## src/hw/rtl/assert_macros.svh

```systemverilog
// Assertion macros shared by the RTL of the frame level selector.
// No dependencies; included by the files that carry assertions.
`ifndef ASSERT_MACROS_SVH
`define ASSERT_MACROS_SVH

// Check a condition at every clock edge outside reset.
`define ASSERT_ALWAYS(label, clk, rst, cond) \
   label: assert property (@(posedge clk) disable iff (rst) (cond)) \
      else $error("assertion failed");

// Check that a trigger implies a condition in the same cycle.
`define ASSERT_IMPLY(label, clk, rst, trig, cond) \
   label: assert property (@(posedge clk) disable iff (rst) (trig) |-> (cond)) \
      else $error("assertion failed");

// Check that a trigger implies a condition in the next cycle.
`define ASSERT_NEXT(label, clk, rst, trig, cond) \
   label: assert property (@(posedge clk) disable iff (rst) (trig) |=> (cond)) \
      else $error("assertion failed");

`endif

```

## src/hw/rtl/cfls_pkg.sv

```systemverilog
// Shared types, constants and CRC helpers of the frame level selector.
// No dependencies; used by the channel interfaces and all modules.
`default_nettype none

package cfls_pkg;

   localparam int unsigned ByteWidth = 8;

   // CRC-8 parameters: polynomial, top bit and initial value
   localparam logic [ByteWidth-1:0] CrcPoly = 8'h07;
   localparam logic [ByteWidth-1:0] CrcTop  = 8'h80;
   localparam logic [ByteWidth-1:0] CrcInit = 8'h00;

   // status bit that selects the second pedal level
   localparam logic [ByteWidth-1:0] SelectTwoMask = 8'h02;

   // register reset values
   localparam logic [ByteWidth-1:0] HeaderReset = 8'h00;
   localparam logic [ByteWidth-1:0] OnMaskReset = 8'h01;

   // register map
   localparam int unsigned CsrDataWidth = 32;
   localparam int unsigned CsrAddrWidth = 3;

   typedef enum logic {
      REG_EXPECTED_HEADER = 1'b0,
      REG_ON_BIT_MASK     = 1'b1
   } reg_index_type;

   typedef struct packed {
      logic [ByteWidth-1:0] frame_header;
      logic [ByteWidth-1:0] status_byte;
      logic [ByteWidth-1:0] level_one;
      logic [ByteWidth-1:0] level_two;
      logic [ByteWidth-1:0] check_byte;
      logic [ByteWidth-1:0] local_level;
   } req_word_type;

   typedef struct packed {
      logic                 link_ok;
      logic                 mute;
      logic                 pot_write;
      logic [ByteWidth-1:0] pot_level;
   } rsp_word_type;

   typedef struct packed {
      logic [ByteWidth-1:0] expected_header;
      logic [ByteWidth-1:0] on_bit_mask;
   } cfg_type;

   typedef struct packed {
      logic [ByteWidth-1:0] last_local;
      logic [ByteWidth-1:0] last_pedal_one;
      logic [ByteWidth-1:0] last_pedal_two;
   } level_state_type;

   // Shift one byte through the CRC register, MSB first.
   function automatic logic [ByteWidth-1:0] crc_byte(input logic [ByteWidth-1:0] crc,
                                                     input logic [ByteWidth-1:0] b);
      logic [ByteWidth-1:0] r;
      r = crc ^ b;
      for (int k = 0; k < ByteWidth; k++) begin
         if ((r & CrcTop) != '0) begin
            r = (r << 1) ^ CrcPoly;
         end else begin
            r = r << 1;
         end
      end
      return r;
   endfunction

   // CRC over three bytes. With a zero start the CRC is linear, so each
   // byte contributes on its own and the terms are combined by xor.
   function automatic logic [ByteWidth-1:0] crc_three(input logic [ByteWidth-1:0] b0,
                                                      input logic [ByteWidth-1:0] b1,
                                                      input logic [ByteWidth-1:0] b2);
      logic [ByteWidth-1:0] t0;
      logic [ByteWidth-1:0] t1;
      logic [ByteWidth-1:0] t2;
      t0 = crc_byte(crc_byte(crc_byte(CrcInit, b0), CrcInit), CrcInit);
      t1 = crc_byte(crc_byte(CrcInit, b1), CrcInit);
      t2 = crc_byte(CrcInit, b2);
      return t0 ^ t1 ^ t2;
   endfunction

endpackage

`default_nettype wire

```

## src/hw/rtl/cfls_channels.sv

```systemverilog
// Valid/ready channel interfaces for frame words and result words.
// Depends on cfls_pkg.
`default_nettype none

interface cfls_req_if;
   import cfls_pkg::*;

   logic                 valid;
   logic                 ready;
   logic [ByteWidth-1:0] frame_header;
   logic [ByteWidth-1:0] status_byte;
   logic [ByteWidth-1:0] level_one;
   logic [ByteWidth-1:0] level_two;
   logic [ByteWidth-1:0] check_byte;
   logic [ByteWidth-1:0] local_level;

   modport source (
      output valid, frame_header, status_byte, level_one, level_two, check_byte,
             local_level,
      input  ready
   );

   modport sink (
      input  valid, frame_header, status_byte, level_one, level_two, check_byte,
             local_level,
      output ready
   );
endinterface

interface cfls_rsp_if;
   import cfls_pkg::*;

   logic                 valid;
   logic                 ready;
   logic                 link_ok;
   logic                 mute;
   logic                 pot_write;
   logic [ByteWidth-1:0] pot_level;

   modport source (
      output valid, link_ok, mute, pot_write, pot_level,
      input  ready
   );

   modport sink (
      input  valid, link_ok, mute, pot_write, pot_level,
      output ready
   );
endinterface

`default_nettype wire

```

## src/hw/rtl/checked_frame_level_selector.sv

```systemverilog
// Top level of the checked frame level selector: input and result
// registers, stored levels, and the register block.
// Depends on cfls_pkg, cfls_channels, cfls_csr, cfls_eval, assert_macros.svh.
//
// Usage:
//   req_ch carries one polled pedal frame plus the local knob sample per
//   word; rsp_ch returns one word per frame: link_ok, mute, pot_write and
//   pot_level (zero when no write is due).
//   A frame word is taken into the input register, evaluated against the
//   stored levels as it moves to the result register, and shown on rsp_ch
//   from the result register. One word is taken per cycle while the
//   receiver keeps rsp_ch.ready high; the rate is set by the single
//   evaluation path.
//   When the receiver stalls, the result register holds its word and the
//   input register holds one more; req_ch.ready falls once both are full
//   and rises again in the cycle the receiver takes the result.
//   Reset (synchronous, active high) empties both registers, clears the
//   stored levels and sets expected_header to 0 and on_bit_mask to 1.
//   Registers are written over the csr_ port at byte addresses 0 and 4;
//   the user must write them only while the block is idle, as the block does not enforce it.
`default_nettype none

`include "assert_macros.svh"

module checked_frame_level_selector (
   input  wire logic                              clock,
   input  wire logic                              reset,
   cfls_req_if.sink                               req_ch,
   cfls_rsp_if.source                             rsp_ch,
   input  wire logic                              csr_psel,
   input  wire logic                              csr_penable,
   input  wire logic                              csr_pwrite,
   input  wire logic [cfls_pkg::CsrAddrWidth-1:0] csr_paddr,
   input  wire logic [cfls_pkg::CsrDataWidth-1:0] csr_pwdata,
   output      logic [cfls_pkg::CsrDataWidth-1:0] csr_prdata,
   output      logic                              csr_pready
);
   import cfls_pkg::*;

   cfg_type         cfg;
   logic            in_valid_ff;
   logic            in_valid_in;
   req_word_type    in_word_ff;
   req_word_type    in_word_in;
   logic            out_valid_ff;
   logic            out_valid_in;
   rsp_word_type    out_word_ff;
   rsp_word_type    out_word_in;
   level_state_type levels_ff;
   level_state_type levels_in;
   level_state_type levels_next;
   rsp_word_type    result;
   req_word_type    req_word;
   logic            out_free;
   logic            advance;
   logic            accept;

   cfls_csr u_csr (
      .clock       (clock),
      .reset       (reset),
      .csr_psel    (csr_psel),
      .csr_penable (csr_penable),
      .csr_pwrite  (csr_pwrite),
      .csr_paddr   (csr_paddr),
      .csr_pwdata  (csr_pwdata),
      .csr_prdata  (csr_prdata),
      .csr_pready  (csr_pready),
      .cfg         (cfg)
   );

   cfls_eval u_eval (
      .word        (in_word_ff),
      .cfg         (cfg),
      .levels      (levels_ff),
      .result      (result),
      .levels_next (levels_next)
   );

   // gather the incoming word
   assign req_word.frame_header = req_ch.frame_header;
   assign req_word.status_byte  = req_ch.status_byte;
   assign req_word.level_one    = req_ch.level_one;
   assign req_word.level_two    = req_ch.level_two;
   assign req_word.check_byte   = req_ch.check_byte;
   assign req_word.local_level  = req_ch.local_level;

   // handshake: advance the held word when the result slot frees up
   assign out_free     = !out_valid_ff || rsp_ch.ready;
   assign advance      = in_valid_ff && out_free;
   assign req_ch.ready = !in_valid_ff || out_free;
   assign accept       = req_ch.valid && req_ch.ready;

   always_comb begin
      in_valid_in  = in_valid_ff;
      in_word_in   = in_word_ff;
      out_valid_in = out_valid_ff;
      out_word_in  = out_word_ff;
      levels_in    = levels_ff;
      if (out_free) begin
         out_valid_in = in_valid_ff;
      end
      if (advance) begin
         out_word_in = result;
         levels_in   = levels_next;
         in_valid_in = 1'b0;
      end
      if (accept) begin
         in_valid_in = 1'b1;
         in_word_in  = req_word;
      end
   end

   always_ff @(posedge clock) begin
      if (reset) begin
         in_valid_ff  <= 1'b0;
         out_valid_ff <= 1'b0;
         levels_ff    <= '0;
      end else begin
         in_valid_ff  <= in_valid_in;
         out_valid_ff <= out_valid_in;
         levels_ff    <= levels_in;
      end
   end

   // payload registers hold without reset
   always_ff @(posedge clock) begin
      in_word_ff  <= in_word_in;
      out_word_ff <= out_word_in;
   end

   // drive the result channel
   assign rsp_ch.valid     = out_valid_ff;
   assign rsp_ch.link_ok   = out_word_ff.link_ok;
   assign rsp_ch.mute      = out_word_ff.mute;
   assign rsp_ch.pot_write = out_word_ff.pot_write;
   assign rsp_ch.pot_level = out_word_ff.pot_level;

   // no level is shown without a write, and a broken link never mutes
   `ASSERT_IMPLY(a_level_zero, clock, reset, out_valid_ff && !out_word_ff.pot_write, out_word_ff.pot_level == '0)
   `ASSERT_IMPLY(a_unmute_bad, clock, reset, out_valid_ff && !out_word_ff.link_ok, !out_word_ff.mute)
   // an empty result slot never blocks the input
   `ASSERT_IMPLY(a_ready_free, clock, reset, !out_valid_ff, req_ch.ready)
   // a word held at the input reaches the result slot when it is free
   `ASSERT_NEXT(a_advance, clock, reset, advance, out_valid_ff)
   // stored levels change only when a word advances
   `ASSERT_NEXT(a_levels_hold, clock, reset, !advance, $stable(levels_ff))

endmodule

`default_nettype wire

```

## src/hw/rtl/cfls_csr.sv

```systemverilog
// APB-style register block: expected header and on-bit mask.
// Depends on cfls_pkg.
`default_nettype none

module cfls_csr (
   input  wire logic                              clock,
   input  wire logic                              reset,
   input  wire logic                              csr_psel,
   input  wire logic                              csr_penable,
   input  wire logic                              csr_pwrite,
   input  wire logic [cfls_pkg::CsrAddrWidth-1:0] csr_paddr,
   input  wire logic [cfls_pkg::CsrDataWidth-1:0] csr_pwdata,
   output      logic [cfls_pkg::CsrDataWidth-1:0] csr_prdata,
   output      logic                              csr_pready,
   output      cfls_pkg::cfg_type                 cfg
);
   import cfls_pkg::*;

   logic [ByteWidth-1:0] header_ff;
   logic [ByteWidth-1:0] header_in;
   logic [ByteWidth-1:0] mask_ff;
   logic [ByteWidth-1:0] mask_in;
   logic                 wr_en;
   reg_index_type        index;

   assign csr_pready = 1'b1;
   assign wr_en      = csr_psel && csr_penable && csr_pwrite && csr_pready;
   assign index      = reg_index_type'(csr_paddr[2]);

   // select next register values on a completed write
   always_comb begin
      header_in = header_ff;
      mask_in   = mask_ff;
      if (wr_en) begin
         case (index)
            REG_EXPECTED_HEADER: header_in = csr_pwdata[ByteWidth-1:0];
            REG_ON_BIT_MASK:     mask_in   = csr_pwdata[ByteWidth-1:0];
            default: begin
               header_in = header_ff;
               mask_in   = mask_ff;
            end
         endcase
      end
   end

   always_ff @(posedge clock) begin
      if (reset) begin
         header_ff <= HeaderReset;
         mask_ff   <= OnMaskReset;
      end else begin
         header_ff <= header_in;
         mask_ff   <= mask_in;
      end
   end

   // read back the addressed register
   always_comb begin
      case (index)
         REG_EXPECTED_HEADER: csr_prdata = {{(CsrDataWidth-ByteWidth){1'b0}}, header_ff};
         REG_ON_BIT_MASK:     csr_prdata = {{(CsrDataWidth-ByteWidth){1'b0}}, mask_ff};
         default:             csr_prdata = '0;
      endcase
   end

   assign cfg.expected_header = header_ff;
   assign cfg.on_bit_mask     = mask_ff;

endmodule

`default_nettype wire

```

## src/hw/rtl/cfls_eval.sv

```systemverilog
// Frame check and level selection for one held frame word.
// Depends on cfls_pkg; purely combinational.
`default_nettype none

module cfls_eval (
   input  wire cfls_pkg::req_word_type    word,
   input  wire cfls_pkg::cfg_type         cfg,
   input  wire cfls_pkg::level_state_type levels,
   output      cfls_pkg::rsp_word_type    result,
   output      cfls_pkg::level_state_type levels_next
);
   import cfls_pkg::*;

   logic [ByteWidth-1:0] crc;
   logic                 ok;
   logic                 wr;
   logic [ByteWidth-1:0] lvl;

   assign crc = crc_three(word.status_byte, word.level_one, word.level_two);
   assign ok  = (word.frame_header == cfg.expected_header) && (crc == word.check_byte);

   // pick the level and update the stored copies
   always_comb begin
      levels_next = levels;
      wr          = 1'b0;
      lvl         = '0;
      if (ok) begin
         if ((word.status_byte & SelectTwoMask) != '0) begin
            if (word.level_two != levels.last_pedal_two) begin
               wr  = 1'b1;
               lvl = word.level_two;
            end
         end else begin
            if (word.level_one != levels.last_pedal_one) begin
               wr  = 1'b1;
               lvl = word.level_one;
            end
         end
         levels_next.last_pedal_one = word.level_one;
         levels_next.last_pedal_two = word.level_two;
      end else begin
         if (word.local_level != levels.last_local) begin
            wr  = 1'b1;
            lvl = word.local_level;
         end
         levels_next.last_local = word.local_level;
      end
   end

   assign result.link_ok   = ok;
   assign result.mute      = ok && ((word.status_byte & cfg.on_bit_mask) == '0);
   assign result.pot_write = wr;
   assign result.pot_level = lvl;

endmodule

`default_nettype wire

```

## src/flat_wrapper.sv

```systemverilog
// flat-port wrapper written by rule: the top's interface ports become plain ports
module checked_frame_level_selector_flat import cfls_pkg::*;
  (clock, reset, csr_psel, csr_penable, csr_pwrite, csr_paddr, csr_pwdata, csr_prdata, csr_pready, req_ch_valid, req_ch_frame_header, req_ch_status_byte, req_ch_level_one, req_ch_level_two, req_ch_check_byte, req_ch_local_level, req_ch_ready, rsp_ch_valid, rsp_ch_link_ok, rsp_ch_mute, rsp_ch_pot_write, rsp_ch_pot_level, rsp_ch_ready);
  cfls_req_if req_ch_i ();
  cfls_rsp_if rsp_ch_i ();
  input  wire logic clock;
  input  wire logic reset;
  input  wire logic csr_psel;
  input  wire logic csr_penable;
  input  wire logic csr_pwrite;
  input  wire logic [cfls_pkg::CsrAddrWidth-1:0] csr_paddr;
  input  wire logic [cfls_pkg::CsrDataWidth-1:0] csr_pwdata;
  output      logic [cfls_pkg::CsrDataWidth-1:0] csr_prdata;
  output      logic csr_pready;
  input wire logic [$bits(req_ch_i.valid)-1:0] req_ch_valid;
  input wire logic [$bits(req_ch_i.frame_header)-1:0] req_ch_frame_header;
  input wire logic [$bits(req_ch_i.status_byte)-1:0] req_ch_status_byte;
  input wire logic [$bits(req_ch_i.level_one)-1:0] req_ch_level_one;
  input wire logic [$bits(req_ch_i.level_two)-1:0] req_ch_level_two;
  input wire logic [$bits(req_ch_i.check_byte)-1:0] req_ch_check_byte;
  input wire logic [$bits(req_ch_i.local_level)-1:0] req_ch_local_level;
  output wire logic [$bits(req_ch_i.ready)-1:0] req_ch_ready;
  output wire logic [$bits(rsp_ch_i.valid)-1:0] rsp_ch_valid;
  output wire logic [$bits(rsp_ch_i.link_ok)-1:0] rsp_ch_link_ok;
  output wire logic [$bits(rsp_ch_i.mute)-1:0] rsp_ch_mute;
  output wire logic [$bits(rsp_ch_i.pot_write)-1:0] rsp_ch_pot_write;
  output wire logic [$bits(rsp_ch_i.pot_level)-1:0] rsp_ch_pot_level;
  input wire logic [$bits(rsp_ch_i.ready)-1:0] rsp_ch_ready;
  assign req_ch_i.valid = req_ch_valid;
  assign req_ch_i.frame_header = req_ch_frame_header;
  assign req_ch_i.status_byte = req_ch_status_byte;
  assign req_ch_i.level_one = req_ch_level_one;
  assign req_ch_i.level_two = req_ch_level_two;
  assign req_ch_i.check_byte = req_ch_check_byte;
  assign req_ch_i.local_level = req_ch_local_level;
  assign req_ch_ready = req_ch_i.ready;
  assign rsp_ch_valid = rsp_ch_i.valid;
  assign rsp_ch_link_ok = rsp_ch_i.link_ok;
  assign rsp_ch_mute = rsp_ch_i.mute;
  assign rsp_ch_pot_write = rsp_ch_i.pot_write;
  assign rsp_ch_pot_level = rsp_ch_i.pot_level;
  assign rsp_ch_i.ready = rsp_ch_ready;
  checked_frame_level_selector u_core (.clock(clock), .reset(reset), .req_ch(req_ch_i), .rsp_ch(rsp_ch_i), .csr_psel(csr_psel), .csr_penable(csr_penable), .csr_pwrite(csr_pwrite), .csr_paddr(csr_paddr), .csr_pwdata(csr_pwdata), .csr_prdata(csr_prdata), .csr_pready(csr_pready));
endmodule
```

## config.mk

```make
export PLATFORM = sky130hd
export DESIGN_NAME = checked_frame_level_selector_flat
export DESIGN_NICKNAME = d
export VERILOG_FILES = /design/src/hw/rtl/cfls_pkg.sv /design/src/hw/rtl/cfls_channels.sv /design/src/hw/rtl/checked_frame_level_selector.sv /design/src/hw/rtl/cfls_csr.sv /design/src/hw/rtl/cfls_eval.sv /design/src/flat_wrapper.sv
export VERILOG_INCLUDE_DIRS = /design/src /design/src/hw/rtl
export SDC_FILE = /design/constraint.sdc
export NUM_CORES = 1
export LEC_CHECK = 0
export ABC_CLOCK_PERIOD_IN_PS = 4420
export BUFFER_PORTS_ARGS = -buffer_cell sky130_fd_sc_hd__buf_2
export CORE_ASPECT_RATIO = 1.1
export CORE_UTILIZATION = 53
export CTS_BUF_LIST = sky130_fd_sc_hd__clkbuf_16
export DETAILED_ROUTE_END_ITERATION = 10
export MAX_ROUTING_LAYER = met4
export PLACE_DENSITY = 0.81
export SYNTH_ARGS = -nofsm -noshare
export SYNTH_HDL_FRONTEND = slang
export SYNTH_SLANG_ARGS = --single-unit
```

## constraint.sdc

```tcl
create_clock -name clock -period 4.42 [get_ports clock]
set_input_delay 1.105 -clock clock [delete_from_list [all_inputs] [get_ports clock]]
set_output_delay 1.105 -clock clock [all_outputs]
set_load 0.01 [all_outputs]
```

Word-level counts from Yosys, hierarchy flattened
Index checks and enable logic that the tools add are counted.

word-level totals
  register bits = 101
  output and inout bits = 46
  logic and storage cells = 152

operators by class
  equality and inequality tests = 5
  muxes and demuxes = 61
  bitwise operators = 53
  reductions and logical operators = 16

operators with widths
  kind                 number
  $mux W3              48
  $not A3 Y3           48
  $pmux W32 S2         1
  $mux W8              5
  $ne A8 B8 Y1         3
  $eq A8 B8 Y1         2
  $xor A8 B8 Y8        2
  $and A8 B8 Y8        1
  $logic_not A8 Y1     1
  $reduce_and A2 Y1    4
  $mux W1              7
  $logic_and A1 B1 Y1  6
  $logic_not A1 Y1     2
  $logic_or A1 B1 Y1   2
  $not A1 Y1           2
  $reduce_bool A2 Y1   1

Logic depth before layout (Yosys ltp)
  depth in word-level cells = 54
  depth in mapped cells = 9
  gate-level depth less buffers = 7

Hierarchy
Synthesis repeated with hierarchy kept, for this count alone.

second synthesis, totals
  cell total of the unflattened synthesis = 454
  area total of the unflattened synthesis = 5612.9 µm²

by module, submodules not included
  module                        instances  cells an instance  area an instance (µm²)  seq. area each (µm²)
  checked_frame_level_selector  1          173                2950.3                  2292.2
  cfls_eval                     1          182                1672.9                  0.0
  cfls_csr                      1          99                 989.7                   320.3

Worst setup path after synthesis
Ideal clock, no wire load.

  kind = register to register
  start point = register u_core.in_word_ff[31] in the netlist's numbering
  end point = register u_core.levels_ff[1] in the netlist's numbering
  arrival = 3014 ps
  required time = 4292 ps
  slack = 1278 ps
  stages on the path, launching flop included = 10
  buffers on the path = 2
  path through = edfxtp_1 clkbuf_1 xnor2_1 xnor3_1 xnor3_1 or3_4 a2111oi_4 buf_8 mux2i_1 nor2_1

between the ends
  longest elaborated chain between the ends = 15

ends and longest elaborated chain
  item                                    RTL line                             text
  start, declared                         checked_frame_level_selector.sv:43   req_word_type in_word_ff;
  start signal, assigned                  checked_frame_level_selector.sv:127  in_word_ff <= in_word_in;
  $mux W3 (*)                             cfls_pkg.sv:63                       if ((r & CrcTop) != '0) begin
  $not A3 Y3 (no source line)             --
  $mux W3                                 cfls_pkg.sv:63
  $not A3 Y3 (no source line)             --
  $mux W3 (2 in series)                   cfls_pkg.sv:63
  $not A3 Y3 (no source line)             --
  $mux W3                                 cfls_pkg.sv:63
  $not A3 Y3 (no source line)             --
  $mux W3                                 cfls_pkg.sv:63
  $xor A8 B8 Y8 (*) (2 in series)         cfls_pkg.sv:83                       return t0 ^ t1 ^ t2;
  $eq A8 B8 Y1 (*)                        cfls_eval.sv:20                      assign ok = (word.frame_header == cfg.expected_header) && (crc == word.check_byte);
  $logic_and A1 B1 Y1 (*)                 cfls_eval.sv:20
  $reduce_and A2 Y1 (no source line) (*)  --
  end signal, assigned                    checked_frame_level_selector.sv:121  levels_ff <= levels_in;
  end, declared                           checked_frame_level_selector.sv:49   level_state_type levels_ff;

Mark *: on every way between the ends. The rest lies on a longest branch, timed or not.
A chain may end at the register's enable or synchronous reset.

Worst setup path in the final report
  start point = register u_core.in_word_ff[31] in the netlist's numbering
  end point = register u_core.levels_ff[3] in the netlist's numbering

The elaborated chain is that of the path after synthesis.

==> metrics <==
layout cells sized above 1=0.237; Synth cell types=35; Max Freq=0.302 GHz; first-pass iteration count of the detailed router=4; via count=3102; Synth async-reset ratio=0; Setup Buffers After CTS=0; Reg2Reg Setup Slack=1110 ps; number of flops mapped to enable cells by yosys=59; Mapped Avg Cell Area=12.1 um^2; post-CTS resize count=0; CTS tree=yes; vias in the first global route=3039; core area=8960 um^2; Slew HR=0.243; H-Tree Depth=3; Worst IR Drop VDD=0.272 mV; worst hold path startpoint=u_core.u_csr.mask_ff[6]; number of vias per cell=5.14; Antenna Diode Count=0; Syn. warnings=0; largest net degree at the start of global routing=51; critical path peak fanout=16; crit path DAT=3500 ps; final core occ=0.626; period utilization=0.749; Slew @ Worst Pin=1140 ps; reg2reg path depth=8; Synth area leaders=edfxtp_1 (36%), dfxtp_1 (17%), mux2i_1 (6.7%); Reg area=2610 um^2; Hold Path Class=reg2reg; WL per Instance=15.4 um; global-route wire length before repair=14.5 mm; Final TNS setup=0 ps; post-route cell area=5610 um^2; RePlAce Congestion=0.836; Worst setup EP type=flip-flop; Final min period=3310 ps; CP most frequent cell=xnor3_1; CTS Hold Bufs=0; number of port buffers=84; flops & latches, synth=101; Post-Syn Instances=408; Synth area leader=edfxtp_1; CTS buffer count=9; top cell type's share of synthesized area=0.359; DRC marker count from the first detailed-route iteration=94; CP startpoint=u_core.in_word_ff[31]; RR Startpoint=u_core.in_word_ff[31]; ANT nets after route=0; Leak=2.34 nW; most common cell in the netlist=edfxtp_1; PwrDens=379 nW/um^2; mapped cell area=4930 um^2; Crit-path slowest cell=edfxtp_1; Worst-path clk slew=70 ps; Worst Path Required=4610 ps; Fin. Hold Viols=0; CTS root buf=clkbuf_16; Worst Setup EP=u_core.levels_ff[3]; initial antenna violation count=0; Skew-Pair Late Insertion Delay=340 ps; nets@finish=574; RSZ-0062 raised after global routing=false; Area after DPL=5320 um^2; register area share after synthesis=0.529; # fillers=711; Synth top cells by count=edfxtp_1 (59), nand2_1 (43), dfxtp_1 (42); Ports=136; r2r endpoint=u_core.levels_ff[3]; Critical Path Max Stage Delay=540 ps; Main synth FF type=edfxtp_1; Post-route DRC=0; final setup fails=0; area of the multi-input gates=2110 um^2; Area Overhead vs Synth=13.7%; CTS sink count=101; All-Layer GR Usage=0.209; drt total wl=9.29 mm; die area=9700 um^2; Starting Density=0.551; startpoint type of the worst setup path=flip-flop; worst setup path class=reg2reg; outcome=finished, final reports clean; Clock Path Buffers=2; standard-cell rows=36; worst-path cell chain=xnor2_1 -> xnor3_1 -> xnor3_1 -> or3_4 -> a2111oi_4 -> buf_4 -> mux2i_1 -> nor2_1; die span in x=94 um; Max Clock Skew=8.51 ps; maxcap violations=0; Post-DP HPWL=6.69 mm; GR Overflow Total=0; Pins Over Slew Limit=0; Die H=103 um
==> cells in the final DEF (no fill, tap or decap) <==
cell	Yosys	final
a221oi_1	2	2
nand3b_1	1	1
and3_1	3	3
a22o_1	1	1
clkinvlp_4	0	1
clkinv_4	0	2
nor2b_1	2	2
xnor3_2	1	1
a21oi_1	18	18
a22o_2	1	1
xor2_1	37	37
inv_1	3	4
edfxtp_1	59	59
o22ai_1	1	1
nand2b_1	17	17
mux2i_1	33	33
a22oi_1	8	8
nand4_1	2	2
clkinv_2	0	2
and2_2	0	1
nor2_1	23	23
xnor3_1	12	12
nand3_1	2	2
mux2_2	8	8
buf_4	25	3
nand2_1	43	43
clkbuf_16	0	10
a21boi_0	1	1
xnor3_4	1	1
conb_1	2	25
xnor2_1	26	26
buf_2	8	84
a2111oi_4	1	1
and2_1	2	1
dfxtp_1	42	42
or3_4	1	1
nor3_1	2	2
nor4_1	8	8
==> state kept, by name (all words and copies together) (netlist names) <==
signal,count
u_core.in_word_ff,48
u_core.levels_ff,24
u_core.rsp_ch.pot_level,8
u_core.u_csr.header_ff,8
u_core.u_csr.mask_ff,8
u_core.in_valid_ff,1
u_core.rsp_ch.link_ok,1
u_core.rsp_ch.mute,1
u_core.rsp_ch.pot_write,1
u_core.rsp_ch.valid,1
==> through the flow <==
step	total power, mW	instances	hold slack (ps)	setup WS, ps
finish	2.13	603	475	1110
global route	2.21	603	497	1020
CTS	2.15	603	475	1120
detailed placement	1.41	587	466	1170
global placement	1.39	587	460	1260
floorplan	1.34	431	445	1280
==> routing by layer <==
| metal | GRT usage | up-vias | part of all wire |
|---|---|---|---|
| li1 | - | 1509 | - |
| met1 | 0.243 | 1468 | 0.42 |
| met2 | 0.356 | 110 | 0.51 |
| met3 | 0.0461 | 15 | 0.051 |
| met4 | 0.0769 | 0 | 0.018 |
| met5 | - | - | 0 |
==> cells by family (layout without fill, tap and decap cells) <==
group,count (synthesis),after routing,synth area share
buffers and inverters,48,106,0.0598
muxes,41,41,0.0852
other,2,25,0.00152
xor gates and xnor gates,77,77,0.177
and+or+nand+nor,106,106,0.101
AOI/OAI and AO/OA,33,33,0.0462
DFF,101,101,0.529
==> worst min path at each step <==
stage | to | slack [ps] | cells after the start
final | u_core.u_csr.mask_ff[6] | 470 | 2
after global routing | u_core.u_csr.mask_ff[6] | 500 | 2
after CTS | u_core.u_csr.mask_ff[6] | 470 | 2
after detailed placement | u_core.u_csr.mask_ff[6] | 470 | 2
after global placement | u_core.u_csr.mask_ff[1] | 460 | 2
after floorplan | u_core.u_csr.mask_ff[3] | 450 | 2
==> area by class of cell <==
type / instances / area share
Clock buffer: 10 / 0.0446
Clock inverter: 6 / 0.00691
Inverter: 3 / 0.00201
Multi-Input combinational cell: 282 / 0.377
Sequential cell: 101 / 0.465
Tap cell: 114 / 0.0254
Timing Repair Buffer: 87 / 0.0789
==> where the power goes <==
group | internal (mW) | switching [mW]
Clock | 0.413 | 0.328
Combinational | 0.166 | 0.141
Sequential | 1.04 | 0.0404
Total | 1.62 | 0.509
==> worst max-delay path, delay by kind of cell (launching register included) <==
| kind | cells | cell delay (ps) |
|---|---|---|
| AOI/OAI and AO/OA | 1 | 290 |
| xor gates and xnor gates | 3 | 1250 |
| buffers and inverters | 1 | 340 |
| DFF | 1 | 540 |
| muxes | 1 | 250 |
| and+or+nand+nor | 2 | 490 |
No activity file was read; power rests on OpenSTA's default activity.
